--- config.mk ---
export PLATFORM = sky130hd
export DESIGN_NAME = hex_ascii_boot_frame_receiver_unit
export DESIGN_NICKNAME = d
export VERILOG_FILES = /design/src/habfr_pkg.sv /design/src/hex_ascii_boot_frame_receiver_unit.sv
export VERILOG_INCLUDE_DIRS = /design/src /design/src/src
export SDC_FILE = /design/constraint.sdc
export NUM_CORES = 1
export LEC_CHECK = 0
export BUFFER_PORTS_ARGS = -buffer_cell sky130_fd_sc_hd__buf_4
export CORE_MARGIN = 2
export CORE_UTILIZATION = 53
export DETAILED_ROUTE_END_ITERATION = 6
export PLACE_DENSITY_LB_ADDON = 0.25
export SLEW_MARGIN = 20
export SYNTH_ARGS = -nofsm -noshare
export SYNTH_HDL_FRONTEND = slang
export SYNTH_SLANG_ARGS = --single-unit
--- constraint.sdc ---
create_clock -name clk -period 3.35 [get_ports clk]
set_clock_uncertainty 0.05 [all_clocks]
set_input_delay 0.335 -clock clk [delete_from_list [all_inputs] [get_ports clk]]
set_output_delay 0.335 -clock clk [all_outputs]
set_load 0.01 [all_outputs]
--- src/hex_ascii_boot_frame_receiver_unit_assert.svh ---
// Assertion macros for the boot frame receiver.
// Included by hex_ascii_boot_frame_receiver_unit; expects clk and rst in scope.
`ifndef HEX_ASCII_BOOT_FRAME_RECEIVER_UNIT_ASSERT_SVH
`define HEX_ASCII_BOOT_FRAME_RECEIVER_UNIT_ASSERT_SVH

// Consequent must hold in the same cycle as the antecedent.
`define HABFR_ASSERT_SAME(lbl, ante, cons, msg) \
  lbl: assert property (@(posedge clk) disable iff (rst) (ante) |-> (cons)) \
    else $error(msg);

// Consequent must hold in the cycle after the antecedent.
`define HABFR_ASSERT_NEXT(lbl, ante, cons, msg) \
  lbl: assert property (@(posedge clk) disable iff (rst) (ante) |=> (cons)) \
    else $error(msg);

`endif

--- src/habfr_pkg.sv ---
// Types and constants for the hex-ASCII boot frame receiver.
// No dependencies; imported by hex_ascii_boot_frame_receiver_unit.
`timescale 1ns / 1ps

package habfr_pkg;

  typedef enum logic [2:0] {
    PH_CONNECT = 3'd0,
    PH_ANSWER  = 3'd1,
    PH_WAIT_S  = 3'd2,
    PH_AFTER_S = 3'd3,
    PH_LOW     = 3'd4,
    PH_HIGH    = 3'd5,
    PH_TRAILER = 3'd6,
    PH_IDLE    = 3'd7
  } phase_t;

  typedef enum logic [1:0] {
    KIND_TX    = 2'd0,
    KIND_DATA  = 2'd1,
    KIND_WRITE = 2'd2,
    KIND_END   = 2'd3
  } kind_t;

  localparam int OFF_W        = 6;
  localparam int BLOCK_BYTES  = 64;
  localparam int DATA_START   = 4;
  localparam int HDR_ADDR_HI  = 1;
  localparam int HDR_ADDR_LO  = 2;
  localparam int CONNECT_LEN  = 7;
  localparam int ANSWER_LEN   = 3;

  localparam logic [7:0] CH_START = 8'h53;  // 'S'
  localparam logic [7:0] CH_LA    = 8'h61;  // 'a'
  localparam logic [7:0] CH_0     = 8'h30;  // '0'
  localparam logic [7:0] CH_O     = 8'h4F;
  localparam logic [7:0] CH_K     = 8'h4B;
  localparam logic [7:0] CH_BANG  = 8'h21;

  function automatic logic [7:0] connect_char(input logic [2:0] idx);
    logic [7:0] ch;
    unique case (idx)
      3'd0:    ch = 8'h43;  // C
      3'd1:    ch = 8'h4F;  // O
      3'd2:    ch = 8'h4E;  // N
      3'd3:    ch = 8'h4E;  // N
      3'd4:    ch = 8'h45;  // E
      3'd5:    ch = 8'h43;  // C
      3'd6:    ch = 8'h54;  // T
      default: ch = 8'h00;
    endcase
    return ch;
  endfunction

  function automatic logic [7:0] answer_char(input logic [1:0] idx);
    logic [7:0] ch;
    unique case (idx)
      2'd0:    ch = CH_O;
      2'd1:    ch = CH_K;
      2'd2:    ch = CH_BANG;
      default: ch = 8'h00;
    endcase
    return ch;
  endfunction

  // Arithmetic digit decode, wraps modulo 256 for non-hex characters
  function automatic logic [7:0] digit_value(input logic [7:0] c);
    logic [7:0] d;
    if (c >= CH_LA) d = c - CH_LA + 8'd10;
    else d = c - CH_0;
    return d;
  endfunction

endpackage

--- src/hex_ascii_boot_frame_receiver_unit.sv ---
// Hex-ASCII boot frame receiver: connect handshake, frame parse, flash commands.
// Depends on habfr_pkg and hex_ascii_boot_frame_receiver_unit_assert.svh.
//
//  channel | signals                                        | dir
//  rx      | rx_valid rx_stall rx_char                      | in
//  res     | res_valid res_stall kind value byte_offset     | out
//          | block_id last                                  |
//
// One character per cycle; each is decoded at its accepting edge and its
// result lands in the output register the same edge.
// The connect match makes three beats; rx stalls while the two extra answer
// characters leave the output register.
// rx stalls while a result waits in the output register and res is stalled.
// Synchronous reset returns to matching the connect string.
`timescale 1ns / 1ps

module hex_ascii_boot_frame_receiver_unit
  import habfr_pkg::*;
#(
  parameter int FRAME_BYTES = 68
) (
  input  logic        clk,
  input  logic        rst,
  input  logic        rx_valid,
  output logic        rx_stall,
  input  logic [7:0]  rx_char,
  output logic        res_valid,
  input  logic        res_stall,
  output logic [1:0]  kind,
  output logic [7:0]  value,
  output logic [5:0]  byte_offset,
  output logic [9:0]  block_id,
  output logic        last
);

  localparam int CNT_W = $clog2(FRAME_BYTES + 1);
  localparam int WID_W = CNT_W + OFF_W;

  phase_t             phase, phase_next;
  logic [2:0]         match_index, match_index_next;
  logic [CNT_W-1:0]   byte_count, byte_count_next;
  logic [7:0]         pending_high, pending_high_next;
  logic [7:0]         addr_high, addr_high_next;
  logic [1:0]         addr_low, addr_low_next;
  logic [1:0]         burst_left;

  logic               out_free;
  logic               rx_take;
  logic [7:0]         high_digit;
  logic [7:0]         low_digit;
  logic [7:0]         dec_byte;
  logic [WID_W-1:0]   off_wide;
  logic               in_block;
  logic [CNT_W-1:0]   count_inc;

  logic               emit;
  kind_t              emit_kind;
  logic [7:0]         emit_value;
  logic [OFF_W-1:0]   emit_offset;
  logic [9:0]         emit_block;
  logic               emit_last;
  logic               start_burst;

  assign out_free  = !res_valid || !res_stall;
  assign rx_stall  = !(out_free && (burst_left == 2'd0));
  assign rx_take   = rx_valid && !rx_stall;

  assign high_digit = digit_value(pending_high);
  assign low_digit  = digit_value(rx_char);
  assign dec_byte   = {high_digit[3:0], 4'b0000} | low_digit;
  assign off_wide  = WID_W'(byte_count) - WID_W'(DATA_START);
  assign in_block  = (byte_count >= CNT_W'(DATA_START)) &&
                     ((int'(byte_count) - DATA_START) < BLOCK_BYTES);
  assign count_inc = byte_count + 1'b1;

  // Next state
  always_comb begin
    phase_next        = phase;
    match_index_next  = match_index;
    byte_count_next   = byte_count;
    pending_high_next = pending_high;
    addr_high_next    = addr_high;
    addr_low_next     = addr_low;
    if (rx_take) begin
      unique case (phase)
        PH_CONNECT: begin
          if (rx_char == connect_char(match_index)) begin
            if (match_index == 3'(CONNECT_LEN - 1)) begin
              phase_next       = PH_ANSWER;
              match_index_next = 3'd0;
            end else begin
              match_index_next = match_index + 3'd1;
            end
          end else begin
            match_index_next = 3'd0;
          end
        end
        PH_ANSWER: begin
          if (rx_char == answer_char(match_index[1:0])) begin
            if (match_index == 3'(ANSWER_LEN - 1)) begin
              phase_next       = PH_WAIT_S;
              match_index_next = 3'd0;
            end else begin
              match_index_next = match_index + 3'd1;
            end
          end else begin
            phase_next       = PH_CONNECT;
            match_index_next = 3'd0;
          end
        end
        PH_WAIT_S: begin
          if (rx_char == CH_START) phase_next = PH_AFTER_S;
        end
        PH_AFTER_S: begin
          if (rx_char == CH_START) begin
            phase_next = PH_IDLE;
          end else begin
            pending_high_next = rx_char;
            byte_count_next   = '0;
            phase_next        = PH_LOW;
          end
        end
        PH_LOW: begin
          if (byte_count == CNT_W'(HDR_ADDR_HI)) addr_high_next = dec_byte;
          else if (byte_count == CNT_W'(HDR_ADDR_LO)) addr_low_next = dec_byte[7:6];
          byte_count_next = count_inc;
          phase_next = (count_inc >= CNT_W'(FRAME_BYTES)) ? PH_TRAILER : PH_HIGH;
        end
        PH_HIGH: begin
          pending_high_next = rx_char;
          phase_next        = PH_LOW;
        end
        PH_TRAILER: phase_next = PH_WAIT_S;
        PH_IDLE:    phase_next = PH_IDLE;
        default:    phase_next = PH_IDLE;
      endcase
    end
  end

  // Result of the accepted character
  always_comb begin
    emit        = 1'b0;
    emit_kind   = KIND_TX;
    emit_value  = 8'd0;
    emit_offset = '0;
    emit_block  = 10'd0;
    emit_last   = 1'b1;
    start_burst = 1'b0;
    unique case (phase)
      PH_CONNECT: begin
        if (rx_char == connect_char(match_index) &&
            match_index == 3'(CONNECT_LEN - 1)) begin
          emit        = 1'b1;
          emit_value  = CH_O;
          emit_last   = 1'b0;
          start_burst = 1'b1;
        end
      end
      PH_AFTER_S: begin
        if (rx_char == CH_START) begin
          emit      = 1'b1;
          emit_kind = KIND_END;
        end
      end
      PH_LOW: begin
        if (in_block) begin
          emit        = 1'b1;
          emit_kind   = KIND_DATA;
          emit_value  = dec_byte;
          emit_offset = off_wide[OFF_W-1:0];
          emit_block  = {addr_high, addr_low};
        end
      end
      PH_TRAILER: begin
        emit       = 1'b1;
        emit_kind  = KIND_WRITE;
        emit_block = {addr_high, addr_low};
      end
      PH_ANSWER, PH_WAIT_S, PH_HIGH, PH_IDLE: begin
        emit = 1'b0;
      end
      default: emit = 1'b0;
    endcase
  end

  always_ff @(posedge clk) begin
    if (rst) begin
      phase        <= PH_CONNECT;
      match_index  <= 3'd0;
      byte_count   <= '0;
      pending_high <= 8'd0;
      addr_high    <= 8'd0;
      addr_low     <= 2'd0;
    end else begin
      phase        <= phase_next;
      match_index  <= match_index_next;
      byte_count   <= byte_count_next;
      pending_high <= pending_high_next;
      addr_high    <= addr_high_next;
      addr_low     <= addr_low_next;
    end
  end

  // Output register; the answer burst drains 'K' then '!' after 'O'
  always_ff @(posedge clk) begin
    if (rst) begin
      res_valid  <= 1'b0;
      burst_left <= 2'd0;
    end else if (out_free) begin
      if (burst_left != 2'd0) begin
        res_valid  <= 1'b1;
        burst_left <= burst_left - 2'd1;
      end else if (rx_take && emit) begin
        res_valid  <= 1'b1;
        burst_left <= start_burst ? 2'(ANSWER_LEN - 1) : 2'd0;
      end else begin
        res_valid  <= 1'b0;
      end
    end
  end

  always_ff @(posedge clk) begin
    if (out_free) begin
      if (burst_left != 2'd0) begin
        kind        <= KIND_TX;
        value       <= (burst_left == 2'd2) ? CH_K : CH_BANG;
        byte_offset <= '0;
        block_id    <= 10'd0;
        last        <= (burst_left == 2'd1);
      end else if (rx_take && emit) begin
        kind        <= emit_kind;
        value       <= emit_value;
        byte_offset <= emit_offset;
        block_id    <= emit_block;
        last        <= emit_last;
      end
    end
  end

`include "hex_ascii_boot_frame_receiver_unit_assert.svh"

  `HABFR_ASSERT_SAME(a_burst_shows, burst_left != 2'd0, res_valid, "answer burst without a beat")
  `HABFR_ASSERT_SAME(a_burst_holds_rx, burst_left != 2'd0, rx_stall, "rx taken during burst")
  `HABFR_ASSERT_SAME(a_count_bound, 1'b1, byte_count <= CNT_W'(FRAME_BYTES), "frame count overrun")
  `HABFR_ASSERT_NEXT(a_end_goes_idle, rx_take && phase == PH_AFTER_S && rx_char == CH_START,
    phase == PH_IDLE && res_valid && kind == KIND_END, "session end not taken")

endmodule

Word-level counts from Yosys, hierarchy flattened
Index checks and enable logic that the tools add are counted.
W data, S select, Z words.
{"block": "totals", "elab_cells": 142, "ff_bits": 61, "output_inout_bits": 29}
{"block": "op_classes", "n_eq_ne": 28, "n_addsub": 11, "magnitude_cmp": 5, "n_bitwise": 2, "mux": 55, "n_reduce_logical": 28}
{"op": "$mux W8", "n": 9}
{"op": "$pmux W7 S5", "n": 1}
{"op": "$pmux W8 S2", "n": 2}
{"op": "$mux W3", "n": 9}
{"op": "$eq A8 B8 Y1", "n": 3}
{"op": "$pmux W3 S8", "n": 1}
{"op": "$eq A3 B3 Y1 const B", "n": 7}
{"op": "$mux W7", "n": 3}
{"op": "$pmux W7 S3", "n": 1}
{"op": "$mux W10", "n": 2}
{"op": "$pmux W10 S2", "n": 1}
{"op": "$mux W6", "n": 3}
{"op": "$ge A8 B7 Y1 const B", "n": 2}
{"op": "$mux W2", "n": 7}
{"op": "$pmux W7 S2", "n": 1}
{"op": "$eq A3 B2 Y1 const B", "n": 4}
{"op": "$mux W1", "n": 11}
{"op": "$reduce_bool A2 Y1", "n": 5}
{"op": "$reduce_and A3 Y1", "n": 3}
{"op": "$add A8 B4 Y8 const B", "n": 1}
{"op": "$eq A8 B7 Y1 const B", "n": 1}
{"op": "$lt A8 B8 Y1 const B", "n": 1}
{"op": "$ne A2 B2 Y1 const B", "n": 4}
{"op": "$or A8 B8 Y8", "n": 1}
{"op": "32 further kinds", "n": 46}

Logic depth before layout (Yosys ltp)
Gate-level depths: netlist (run 1).
{"block": "depth", "word_depth": 11, "depth_mapped": 9}

Worst setup path after synthesis (run 1)
OpenSTA, ideal clock, no wires.
{"block": "synth_path", "kind": "register -> register", "start": "register byte_count[2]", "end": "register block_id[0] (enable)", "setup_ns": 0.419, "arrival_ns": 2.978, "period_less_slack_ns": 3.446, "required_time_ns": 2.881, "setup_slack_ns": -0.096, "path_stages_with_launch": 10, "cell_sequence": "dfxtp_1 -> clkbuf_1 -> inv_1 -> ha_1 -> or3b_1 -> a21oi_1 -> nand2_1 -> o311ai_1 -> o211ai_1 -> a21boi_1"}
{"block": "synth_via", "elab_chain_cells": 8, "word_cells_on_any_way": 9}
{"element": "from (decl)", "line": "hex_ascii_boot_frame_receiver_unit.sv:41", "source": "logic [CNT_W-1:0] byte_count, byte_count_next;"}
{"element": "from (signal assigned)", "line": "hex_ascii_boot_frame_receiver_unit.sv:197", "source": "byte_count <= byte_count_next;"}
{"element": "$sub A7 B3 Y8", "line": "hex_ascii_boot_frame_receiver_unit.sv:73", "source": "((int'(byte_count) - DATA_START) < BLOCK_BYTES);"}
{"element": "$lt A8 B8 Y1", "line": "hex_ascii_boot_frame_receiver_unit.sv:73"}
{"element": "$logic_and A1 B1 Y1 *", "line": "hex_ascii_boot_frame_receiver_unit.sv:72", "source": "assign in_block = (byte_count >= CNT_W'(DATA_START)) &&"}
{"element": "$mux W1 *", "line": "hex_ascii_boot_frame_receiver_unit.sv:166", "source": "if (in_block) begin"}
{"element": "$pmux W1 S5 *", "line": "hex_ascii_boot_frame_receiver_unit.sv:149", "source": "unique case (phase)"}
{"element": "$logic_and A1 B1 Y1 *", "line": "hex_ascii_boot_frame_receiver_unit.sv:230", "source": "end else if (rx_take && emit) begin"}
{"element": "$reduce_bool A2 Y1 (no line) *"}
{"element": "$reduce_and A2 Y1 (no line) *"}
{"element": "to (signal assigned)", "line": "hex_ascii_boot_frame_receiver_unit.sv:234", "source": "block_id <= emit_block;"}
{"element": "to (decl)", "line": "hex_ascii_boot_frame_receiver_unit.sv:32", "source": "output logic [9:0] block_id,"}
Mark *: on every way between the ends. The rest lies on a longest branch, timed or not.
A chain may end at the register's enable or synchronous reset.

Final worst setup path (run 1)
{"block": "layout_path", "start": "register byte_count[2]", "end": "register kind[0] (enable)"}
{"block": "layout_via", "elab_chain_cells": 8, "word_cells_on_any_way": 9}
{"element": "$sub A7 B3 Y8", "line": "hex_ascii_boot_frame_receiver_unit.sv:73"}
{"element": "$lt A8 B8 Y1", "line": "hex_ascii_boot_frame_receiver_unit.sv:73"}
{"element": "$logic_and A1 B1 Y1 *", "line": "hex_ascii_boot_frame_receiver_unit.sv:72"}
{"element": "$mux W1 *", "line": "hex_ascii_boot_frame_receiver_unit.sv:166"}
{"element": "$pmux W1 S5 *", "line": "hex_ascii_boot_frame_receiver_unit.sv:149"}
{"element": "$logic_and A1 B1 Y1 *", "line": "hex_ascii_boot_frame_receiver_unit.sv:230"}
{"element": "$reduce_bool A2 Y1 (no line) *"}
{"element": "$reduce_and A2 Y1 (no line) *"}
{"element": "to (signal assigned)", "line": "hex_ascii_boot_frame_receiver_unit.sv:231", "source": "kind <= emit_kind;"}
{"element": "to (decl)", "line": "hex_ascii_boot_frame_receiver_unit.sv:29", "source": "output logic [1:0] kind,"}
Marked as above.

==> flow_metrics.py, run 1 <==
metrics = {
    "sta": {
        "setup_tns_ns": 0,
        "slew_headroom_pct": 55.3,
        "rsz0062_at_grt": "no",
        "worstMarginPinSlew_ns": 0.670,
        "hold_viol": 0,
        "min_period_over_period_pct": 77.4,
        "maxSlewViolCount": 0,
        "fmax_ghz": 0.386,
        "setup_viol": 0,
        "post-route-min-period_ns": 2.59,
    },
    "cts": {
        "clock_latency_ns": 0.34,
        "cts_buffers": 9,
        "clk_pin_slew_ns": 0.07,
        "cts_setup_buffers": 0,
        "cts_max_level": 3,
        "cts-root-buf": "clkbuf_8",
        "cts_tree": "built",
        "ctsHoldBuffers": 0,
        "cts_sinks": 61,
        "cts_resized": 0,
        "cts_buffer_depth": 2,
    },
    "place": {
        "dp_hpwl_mm": 5.54,
        "io_buffers": 40,
        "place_congestion": 0.895,
    },
    "layout": {
        "mostFrequentLayoutCells": "52 x nor2_1, 43 x buf_4, 34 x dfxtp_1",
        "post-route-util_pct": 61.3,
        "multiInputGateArea_sq_um": 1960,
        "layout_commonest_cell": "nor2_1",
        "fillers": 572,
        "syn_to_final_growth_pct": 13.5,
        "seq_area_sq_um": 1490,
        "diodes": 0,
        "fin_nets": 453,
        "layout-drive-gt1-share_pct": 16.3,
    },
    "detailed_routing": {
        "via_per_inst": 5.82,
        "detail-route-antenna-nets": 0,
        "drtIter0Drc": 191,
        "dr.pass1.iters": 4,
        "via_count": 2960,
        "post-route-drc-count": 0,
        "wirelength_mm": 7.80,
        "wire_per_inst_um": 15.3,
    },
    "min_path": {
        "hold_end": "pending_high[5]$_SDFFE_PP0P_",
        "whs_path_depth": 3,
        "hold_class": "input port to flip-flop",
        "min_from": "rx_char[5]",
    },
    "synth": {
        "synth.cell_area_sq_um": 3630,
        "ys_ff_latch": 61,
        "synthCells": 398,
        "synthesis.nets": 427,
        "ys_types": 67,
        "avgSynthCellArea_sq_um": 9.12,
        "ys.flop_type": "dfxtp_1",
        "synthArstFlopShare_pct": 0,
        "yosysWarnings": 0,
        "ys_seq_area_share_pct": 41.1,
        "synth_enable_flop_cells": 27,
    },
    "floorplan": {
        "core_area_sq_um": 6720,
        "rows": 30,
        "initial_utilization_pct": 54.0,
        "design.die.area_sq_um": 7530,
        "die_width_um": 86.8,
        "dieHeight_um": 86.8,
        "io_pins": 41,
    },
    "pwr": {
        "internal_power_w": 0.00115,
        "ir_drop_mv": 0.179,
        "swShare_pct": 24.6,
        "share_seq_of_total_power_pct": 50.3,
        "pwr-share-clk_pct": 43.3,
        "leakagePower_nw": 1.51,
        "p_per_area_nw_per_um2": 371,
        "netSwitchingPower_w": 0.000376,
        "power_frac_comb_pct": 6.3,
    },
    "worst_setup_path": {
        "r2r_cells": 9,
        "r2r_slack_ns": 0.76,
        "cp.arrival_ns": 2.56,
        "cp.required_ns": 3.32,
        "cpPeakStageDelay_ns": 0.41,
        "critPathSlowestCell": "dfxtp_1",
        "rr_endpoint": "kind[0]$_SDFFCE_PN0P_",
        "path_cells": "inv_1 > ha_1 > or3b_1 > a21oi_1 > nand2_1 > o311ai_1 > o211ai_1 > a21boi_2 > buf_4",
        "critPathKind": "flip-flop to flip-flop",
        "reg2reg_from": "byte_count[2]$_SDFFE_PP0P_",
        "crit_path_end_kind": "flip-flop",
        "cp-start-kind": "flip-flop",
        "path_max_fanout": 27,
    },
    "status": {
        "outcome": "finished clean",
    },
    "global_routing": {
        "grt_first_pass_wirelength_mm": 12.9,
        "grt.met2_usage_pct": 33.9,
        "grtUsageMet3_pct": 6.00,
        "grt.total_usage_pct": 22.2,
        "antenna_found_initial": 0,
        "grt_busiest_layer": "met2",
        "overflow": 0,
        "grt_max_degree": 37,
        "grt_pass1_vias": 2680,
        "use_met1_pct": 30.2,
    },
    "job": {
        "maxCapViolations": 0,
    },
}
## cell usage after synthesis, types with 4 or more instances
library cell  count  area (sq um)
nor2_1           52           195
dfxtp_1          34           681
edfxtp_1         27           811
a21oi_1          25           125
nand2_1          21          78.8
clkbuf_1         18          67.6
ha_1             17           213
mux2i_1          14           140
and2_1           13          81.3
inv_1            13          48.8
nand3_1          12          60.1
nor2b_1          11          68.8
xnor2_1          11          96.3
nor3_1           10          50.1
o21ai_0           9          45.0
a211oi_1          8          60.1
buf_2             7          35.0
nand2b_1          7          43.8
nor4_1            7          43.8
o21ai_1           5          25.0
and3_1            4          25.0
o31ai_1           4          30.0
or3_1             4          25.0
xor2_1            4          35.0
## logic make-up after synthesis
group / after synthesis / synth area share [%]
buffers and inverters: 42 / 5.10
xor gates and xnor gates: 15 / 3.62
and+or+nand+nor: 159 / 22.6
AOI/OAI and AO/OA: 88 / 17.3
adders and majority gates: 18 / 6.13
muxes: 15 / 4.17
DFF: 61 / 41.1
## routing by layer
layer	share of wire [%]	routed length (um)
met2	46	3600
met4	1.5	116
met5	0	0
met3	5.6	435
met1	47	3650
## registers in the layout (all words and copies together) (netlist names), named ones only
register	cells
addr_low	2
res_valid	1
match_index	3
byte_offset	6
value	8
pending_high	8
byte_count	7
burst_left	2
phase	2
block_id	10
addr_high	8
kind	2
last	1
## per-stage QoR
step                      instances  power, W  setup slack [ns]  hold WS [ns]  area (sq um)
after CTS                       509   0.00154             0.765         0.225          4120
after detailed placement        493  0.000882             0.647         0.432          3930
final                           509   0.00153             0.757         0.242          4120
after global placement          493  0.000881             0.718         0.421          3930
after global routing            509   0.00159             0.595         0.247          4120
after floorplan                 398  0.000851             0.462         0.402          3630
## how the worst max path moves through the flow
stage                          startpoint                   endpoint
2_1_floorplan  byte_count[2]$_SDFFE_PP0P_  block_id[0]$_SDFFCE_PN0P_
3_3_place_gp                   rx_char[1]         value[1]$_DFFE_PP_
3_5_place_dp                   rx_char[1]         value[1]$_DFFE_PP_
4_1_cts        byte_count[2]$_SDFFE_PP0P_      kind[0]$_SDFFCE_PN0P_
5_1_grt        byte_count[2]$_SDFFE_PP0P_      kind[0]$_SDFFCE_PN0P_
6_report       byte_count[2]$_SDFFE_PP0P_      kind[0]$_SDFFCE_PN0P_
## area by class of cell
type,count,area share [%]
inverter,14,1.28
tap,80,2.43
clock inverter,7,1.76
sequential,61,36.2
timing repair buffer,43,7.83
multi-input combinational,295,47.5
clock buffer,9,3.01
## critical path: cells and delay by family, from the launching register on
family / cells / cell delay, ns
AO/OA/AOI/OAI: 4 / 0.64
adder cells (fa/ha/maj): 1 / 0.19
buffers and inverters: 2 / 0.47
flip-flops: 1 / 0.41
AND/OR/NAND/NOR: 2 / 0.48
## power by group through the flow
stage | sequential, W | clock, W | combinational, W
6_report | 0.000769 | 0.000662 | 0.0000967
5_1_grt | 0.000769 | 0.000715 | 0.000106
4_1_cts | 0.000769 | 0.000678 | 0.0000961
3_5_place_dp | 0.000786 | 0 | 0.0000958
3_3_place_gp | 0.000786 | 0 | 0.0000943
2_1_floorplan | 0.000786 | 0 | 0.0000652
(Power assumes the default switching activity.)
==> run 2: changes to the inputs <==
ABC_AREA = 1   (was unset)
CORE_UTILIZATION = 59   (was 53)
clock period = 2.7 ns   (was 3.35 ns; I/O delays follow)
==> flow_metrics.py, run 2 <==
metrics = {
    "sta": {
        "setup_tns_ns": 0,
        "fin_ws_ns": 0.357,
        "min_period_over_period_pct": 86.8,
        "fmax_ghz": 0.427,
        "setup_viol": 0,
        "hold_viol": 0,
        "whs_ns": 0.183,
        "worstMarginPinSlew_ns": 0.533,
        "maxSlewViolCount": 0,
        "slew_headroom_pct": 64.5,
        "post-route-min-period_ns": 2.34,
        "rsz0062_at_grt": "no",
    },
    "layout": {
        "layout_commonest_cell": "nand2_1",
        "mostFrequentLayoutCells": "101 x nand2_1, 55 x inv_1, 43 x nor2_1",
        "top_register": "block_id",
        "fin_nets": 548,
        "largest_reg_flops": 10,
        "fin_area_sq_um": 4190,
        "syn_to_final_growth_pct": 13.3,
        "diodes": 0,
        "layout-drive-gt1-share_pct": 18.7,
    },
    "synth": {
        "yosys.area.top_type_share_pct": 21.9,
        "ys_types": 43,
        "synthArstFlopShare_pct": 0,
        "synthesis.nets": 508,
        "synth.cell_area_sq_um": 3690,
        "synth_enable_flop_cells": 27,
        "avgSynthCellArea_sq_um": 7.71,
        "ys.flop_type": "dfxtp_1",
        "yosysTopAreaCell": "edfxtp_1",
        "yosysMostFrequentCell": "nand2_1",
        "ys_ff_latch": 61,
        "ys_top_cells_by_count": "101 x nand2_1, 55 x inv_1, 43 x nor2_1",
        "ys_seq_area_share_pct": 40.4,
        "yosysWarnings": 0,
        "synthCells": 479,
        "ys_top_cells_by_area": "edfxtp_1 22%, dfxtp_1 18%, nand2_1 10%",
    },
    "pwr": {
        "p_per_area_nw_per_um2": 426,
        "ir_drop_mv": 0.350,
        "pwr-share-clk_pct": 38.8,
        "internal_power_w": 0.00132,
        "swShare_pct": 25.7,
        "total_power_w": 0.00178,
        "power_frac_comb_pct": 7.5,
        "share_seq_of_total_power_pct": 53.7,
        "leakagePower_nw": 1.87,
        "netSwitchingPower_w": 0.000459,
    },
    "cts": {
        "clock_latency_ns": 0.34,
        "cts_setup_buffers": 0,
        "cts_buffer_depth": 2,
        "cts_tree": "built",
        "cts_max_level": 3,
        "cts_buffers": 9,
        "cts-root-buf": "clkbuf_8",
        "cts_sinks": 61,
        "cts_resized": 0,
        "ctsHoldBuffers": 0,
        "clk_pin_slew_ns": 0.07,
    },
    "global_routing": {
        "grt_pass1_vias": 3058,
        "grt.total_usage_pct": 24.9,
        "antenna_found_initial": 0,
        "grt_max_degree": 28,
        "grt_first_pass_wirelength_mm": 13.9,
        "overflow": 0,
    },
    "status": {
        "outcome": "finished clean",
    },
    "floorplan": {
        "core_area_sq_um": 5990,
        "design.die.area_sq_um": 6910,
        "initial_utilization_pct": 61.7,
        "dieHeight_um": 83.1,
        "rows": 28,
        "io_pins": 41,
        "die_width_um": 83.1,
    },
    "detailed_routing": {
        "drtIter0Drc": 189,
        "wire_per_inst_um": 13.9,
        "wirelength_mm": 8.30,
        "detail-route-antenna-nets": 0,
        "via_count": 3252,
        "via_per_inst": 5.43,
        "dr.pass1.iters": 4,
        "post-route-drc-count": 0,
    },
    "place": {
        "dpl_cell_area_sq_um": 4030,
        "pre_cts_ws_ns": 0.407,
        "place_congestion": 0.907,
        "dp_hpwl_mm": 6.23,
        "io_buffers": 40,
    },
    "worst_setup_path": {
        "cp.required_ns": 2.65,
        "cp.arrival_ns": 2.30,
        "path_max_fanout": 27,
        "crit_path_end_kind": "flip-flop",
        "cp-start-kind": "flip-flop",
        "critPathKind": "flip-flop to flip-flop",
    },
    "min_path": {
        "hold_class": "input port to flip-flop",
    },
    "job": {
        "maxCapViolations": 0,
    },
}
-- run 2: cell types whose count changed after synthesis, moves of 11 or more --
cell and delta:
nor2b_1 -11, a21oi_1 +13, clkbuf_1 -14, inv_2 +13, inv_1 +42, nand3_1 +18
and2_1 -13, nand2_1 +80, mux2i_1 -14
-- run 2: final cells by class --
cell class	instances	area, sq um
clock buffer	11	131
clock inverter	5	27.5
fill	494	1800
inverter	71	273
multi-input combinational	335	1860
sequential	61	1490
tap	75	93.8
timing repair buffer	41	308
-- run 2: path summary, 6_finish.rpt --
path / start / end / slack [ns] / depth (start not counted)
setup / recovery: match_index[1]$_SDFFE_PP0P_ / block_id[1]$_SDFFCE_PN0P_ / 0.36 / 13
hold / removal: res_stall / burst_left[0]$_SDFFE_PP0P_ / 0.18 / 3
setup reg to reg: match_index[1]$_SDFFE_PP0P_ / block_id[1]$_SDFFCE_PN0P_ / 0.36 / 13
hold reg to reg: pending_high[4]$_SDFFE_PP0P_ / pending_high[4]$_SDFFE_PP0P_ / 0.41 / 2
-- run 2: logic make-up after synthesis --
family                     share of synthesized area [%]
and+or+nand+nor                                     29.2
buffers and inverters                               9.24
AOI/OAI and AO/OA                                   12.6
DFF                                                 40.4
adders and majority gates                           5.76
xor gates and xnor gates                            2.84
-- run 2: per-stage QoR --
step / utilization (%) / instances
2_1_floorplan: - / 479
3_3_place_gp: 67.2 / 583
3_5_place_dp: 67.2 / 583
4_1_cts: 69.9 / 599
5_1_grt: 69.9 / 599
6_report: 69.9 / 599
-- run 2: worst max-delay path, cell delays in order, from the launching register on --
cell and delay (ns):
dfxtp_1 0.58, nand3_1 0.18, nand2_1 0.11, nand2_1 0.07, inv_2 0.04, nand2_1 0.04, nor2_1 0.13, nand3_1 0.09
nand2_1 0.14, nand2_1 0.07, nand2_1 0.07, nand2_2 0.07, inv_1 0.06, buf_4 0.32
-- run 2: routing by layer --
layer / up-vias / part of all wire [%] / global-route usage (%)
li1: 1649 / - / -
met1: 1468 / 45 / 32.0
met2: 120 / 46 / 41.2
met3: 15 / 6.6 / 5.47
met4: 0 / 1.9 / 9.54
met5: - / 0 / 0
-- run 2: power groups by stage --
stage	clock network, W	registers [W]	logic (W)
after floorplan	0	0.000976	0.0000907
after global placement	0	0.000979	0.000130
after detailed placement	0	0.000979	0.000131
after CTS	0.000691	0.000958	0.000132
after global routing	0.000738	0.000958	0.000150
final	0.000692	0.000958	0.000133
==> run 3: changes to the inputs <==
--- a/config.mk
+++ b/config.mk
@@ -10,2 +10,3 @@
 export BUFFER_PORTS_ARGS = -buffer_cell sky130_fd_sc_hd__buf_4
+export CORE_ASPECT_RATIO = 0.5
 export CORE_MARGIN = 2
@@ -14,2 +15,3 @@
 export PLACE_DENSITY_LB_ADDON = 0.25
+export SETUP_SLACK_MARGIN = 0.4
 export SLEW_MARGIN = 20
==> constraint.sdc (replaced) <==
create_clock -name clk -period 2.7 [get_ports clk]
set_clock_uncertainty 0.05 [all_clocks]
set_input_delay 0.54 -clock clk [delete_from_list [all_inputs] [get_ports clk]]
set_output_delay 0.54 -clock clk [all_outputs]
set_load 0.01 [all_outputs]
==> flow_metrics.py, run 3 (synthesis gave the netlist of run 2 again) <==
metrics = {
    "sta": {
        "fin_ws_ns": 0.602,
        "rsz0062_at_grt": "no",
        "worstMarginPinSlew_ns": 0.550,
        "maxSlewViolCount": 0,
        "fmax_ghz": 0.477,
        "setup_viol": 0,
        "setup_tns_ns": 0,
        "min_period_over_period_pct": 77.7,
        "hold_viol": 0,
        "post-route-min-period_ns": 2.10,
        "slew_headroom_pct": 63.3,
    },
    "detailed_routing": {
        "drtIter0Drc": 260,
        "via_count": 3315,
        "detail-route-antenna-nets": 0,
        "wirelength_mm": 8.68,
        "dr.pass1.iters": 5,
        "wire_per_inst_um": 14.1,
        "via_per_inst": 5.40,
        "post-route-drc-count": 0,
    },
    "pwr": {
        "p_per_area_nw_per_um2": 494,
        "leakagePower_nw": 1.94,
        "total_power_w": 0.00215,
        "ir_drop_mv": 0.224,
    },
    "floorplan": {
        "dieHeight_um": 60.0,
        "rows": 20,
        "core_area_sq_um": 6060,
        "initial_utilization_pct": 61.0,
        "design.die.area_sq_um": 6950,
        "io_pins": 41,
        "die_width_um": 116,
    },
    "global_routing": {
        "overflow": 0,
        "grt.total_usage_pct": 26.5,
        "antenna_found_initial": 0,
        "grt_max_degree": 28,
        "grt_pass1_vias": 2842,
        "grt_first_pass_wirelength_mm": 13.8,
    },
    "layout": {
        "layout-drive-gt1-share_pct": 20.9,
        "largest_reg_flops": 10,
        "fin_nets": 550,
        "fillers": 505,
        "layout_commonest_cell": "nand2_1",
        "post-route-util_pct": 71.9,
        "syn_to_final_growth_pct": 17.9,
        "top_register": "block_id",
        "mostFrequentLayoutCells": "101 x nand2_1, 53 x inv_1, 43 x nor2_1",
        "diodes": 0,
    },
    "min_path": {
        "hold_class": "flip-flop to flip-flop",
    },
    "worst_setup_path": {
        "cpPeakStageDelay_ns": 0.18,
        "cp.arrival_ns": 2.08,
        "critPathKind": "input port to flip-flop",
        "path_max_fanout": 27,
        "crit_path_end_kind": "flip-flop",
        "critPathSlowestCell": "ha_1",
        "path_cells": "buf_4 > inv_1 > ha_1 > nand3_1 > nor2_1 > nand2_2 > o21ai_2 > nor2_1 > nor2_1 > nand2_1 > nand2_1 > nand2_2 > clkinvlp_4 > buf_12",
        "cp.required_ns": 2.68,
        "cp-start-kind": "input port",
        "cpMostUsedCell": "nor2_1",
    },
    "cts": {
        "cts_buffers": 9,
        "cts_sinks": 61,
        "clock_latency_ns": 0.33,
        "cts_buffer_depth": 2,
        "cts_tree": "built",
        "cts-root-buf": "clkbuf_16",
        "clk_pin_slew_ns": 0.06,
        "cts_max_level": 3,
        "cts_setup_buffers": 0,
    },
    "place": {
        "pre_cts_ws_ns": 0.269,
        "place_congestion": 0.961,
        "io_buffers": 40,
        "dp_hpwl_mm": 6.40,
    },
    "job": {
        "maxCapViolations": 0,
    },
    "status": {
        "outcome": "finished clean",
    },
}
run 3: changes by cell type in the layout (fill, tap and decap cells not counted), sizes merged:
cell and delta:
clkbuf -2, inv +1, clkinv +2, clkinvlp -1, buf +2
run 3: cell type report:
cell class | instances | area (sq um) | share of cell area (%)
multi-input cells | 335 | 1860 | 42.7
flip-flops and latches | 61 | 1500 | 34.4
repair buffers | 43 | 335 | 7.70
inverters | 71 | 277 | 6.35
clock buffers | 9 | 225 | 5.17
well taps | 88 | 110 | 2.53
clock inverters | 7 | 50.0 | 1.15
run 3: critical path: cells and delay by family:
kind | cells | cell delay, ns
and+or+nand+nor | 8 | 0.74
buffers and inverters | 4 | 0.52
adders and majority gates | 1 | 0.18
AOI/OAI and AO/OA | 1 | 0.09
run 3: metrics by stage:
| step | cells | area, sq um | hold WS, ns |
|---|---|---|---|
| 2_1_floorplan | 479 | 3700 | 0.374 |
| 3_3_place_gp | 598 | 4080 | 0.385 |
| 3_5_place_dp | 598 | 4080 | 0.388 |
| 4_1_cts | 614 | 4350 | 0.397 |
| 5_1_grt | 614 | 4360 | 0.414 |
| 6_report | 614 | 4360 | 0.397 |
run 3: timing repair:
| action | 4_1_cts | 5_1_grt |
|---|---|---|
| endpoints found under the setup margin | 0 | 27 |
| resized for setup | 0 | 5 |
| hold buffers | 0 | 0 |
run 3: per-layer routing:
layer  GRT usage (%)  up-vias  routed length, um
li1                -     1655                  -
met1            38.4     1504               3980
met2            39.7      142               3840
met3            6.49       14                709
met4            7.82        0                144
met5               0        -                  0
run 3: where the power goes:
part	leakage (nW)	total [W]	internal, W	switching, W
Clock	0.140	0.00105	0.000624	0.000429
Combinational	1.29	0.000140	0.0000461	0.0000936
Sequential	0.510	0.000960	0.000957	0.00000271
Total	1.94	0.00215	0.00163	0.000525
run 3: worst paths after layout:
path | start | to | slack, ns | depth (start not counted)
max | rx_char[5] | block_id[6]$_SDFFCE_PN0P_ | 0.60 | 14
min | pending_high[6]$_SDFFE_PP0P_ | pending_high[6]$_SDFFE_PP0P_ | 0.40 | 2
max reg2reg | match_index[1]$_SDFFE_PP0P_ | block_id[6]$_SDFFCE_PN0P_ | 0.61 | 13
min reg2reg | pending_high[6]$_SDFFE_PP0P_ | pending_high[6]$_SDFFE_PP0P_ | 0.40 | 2
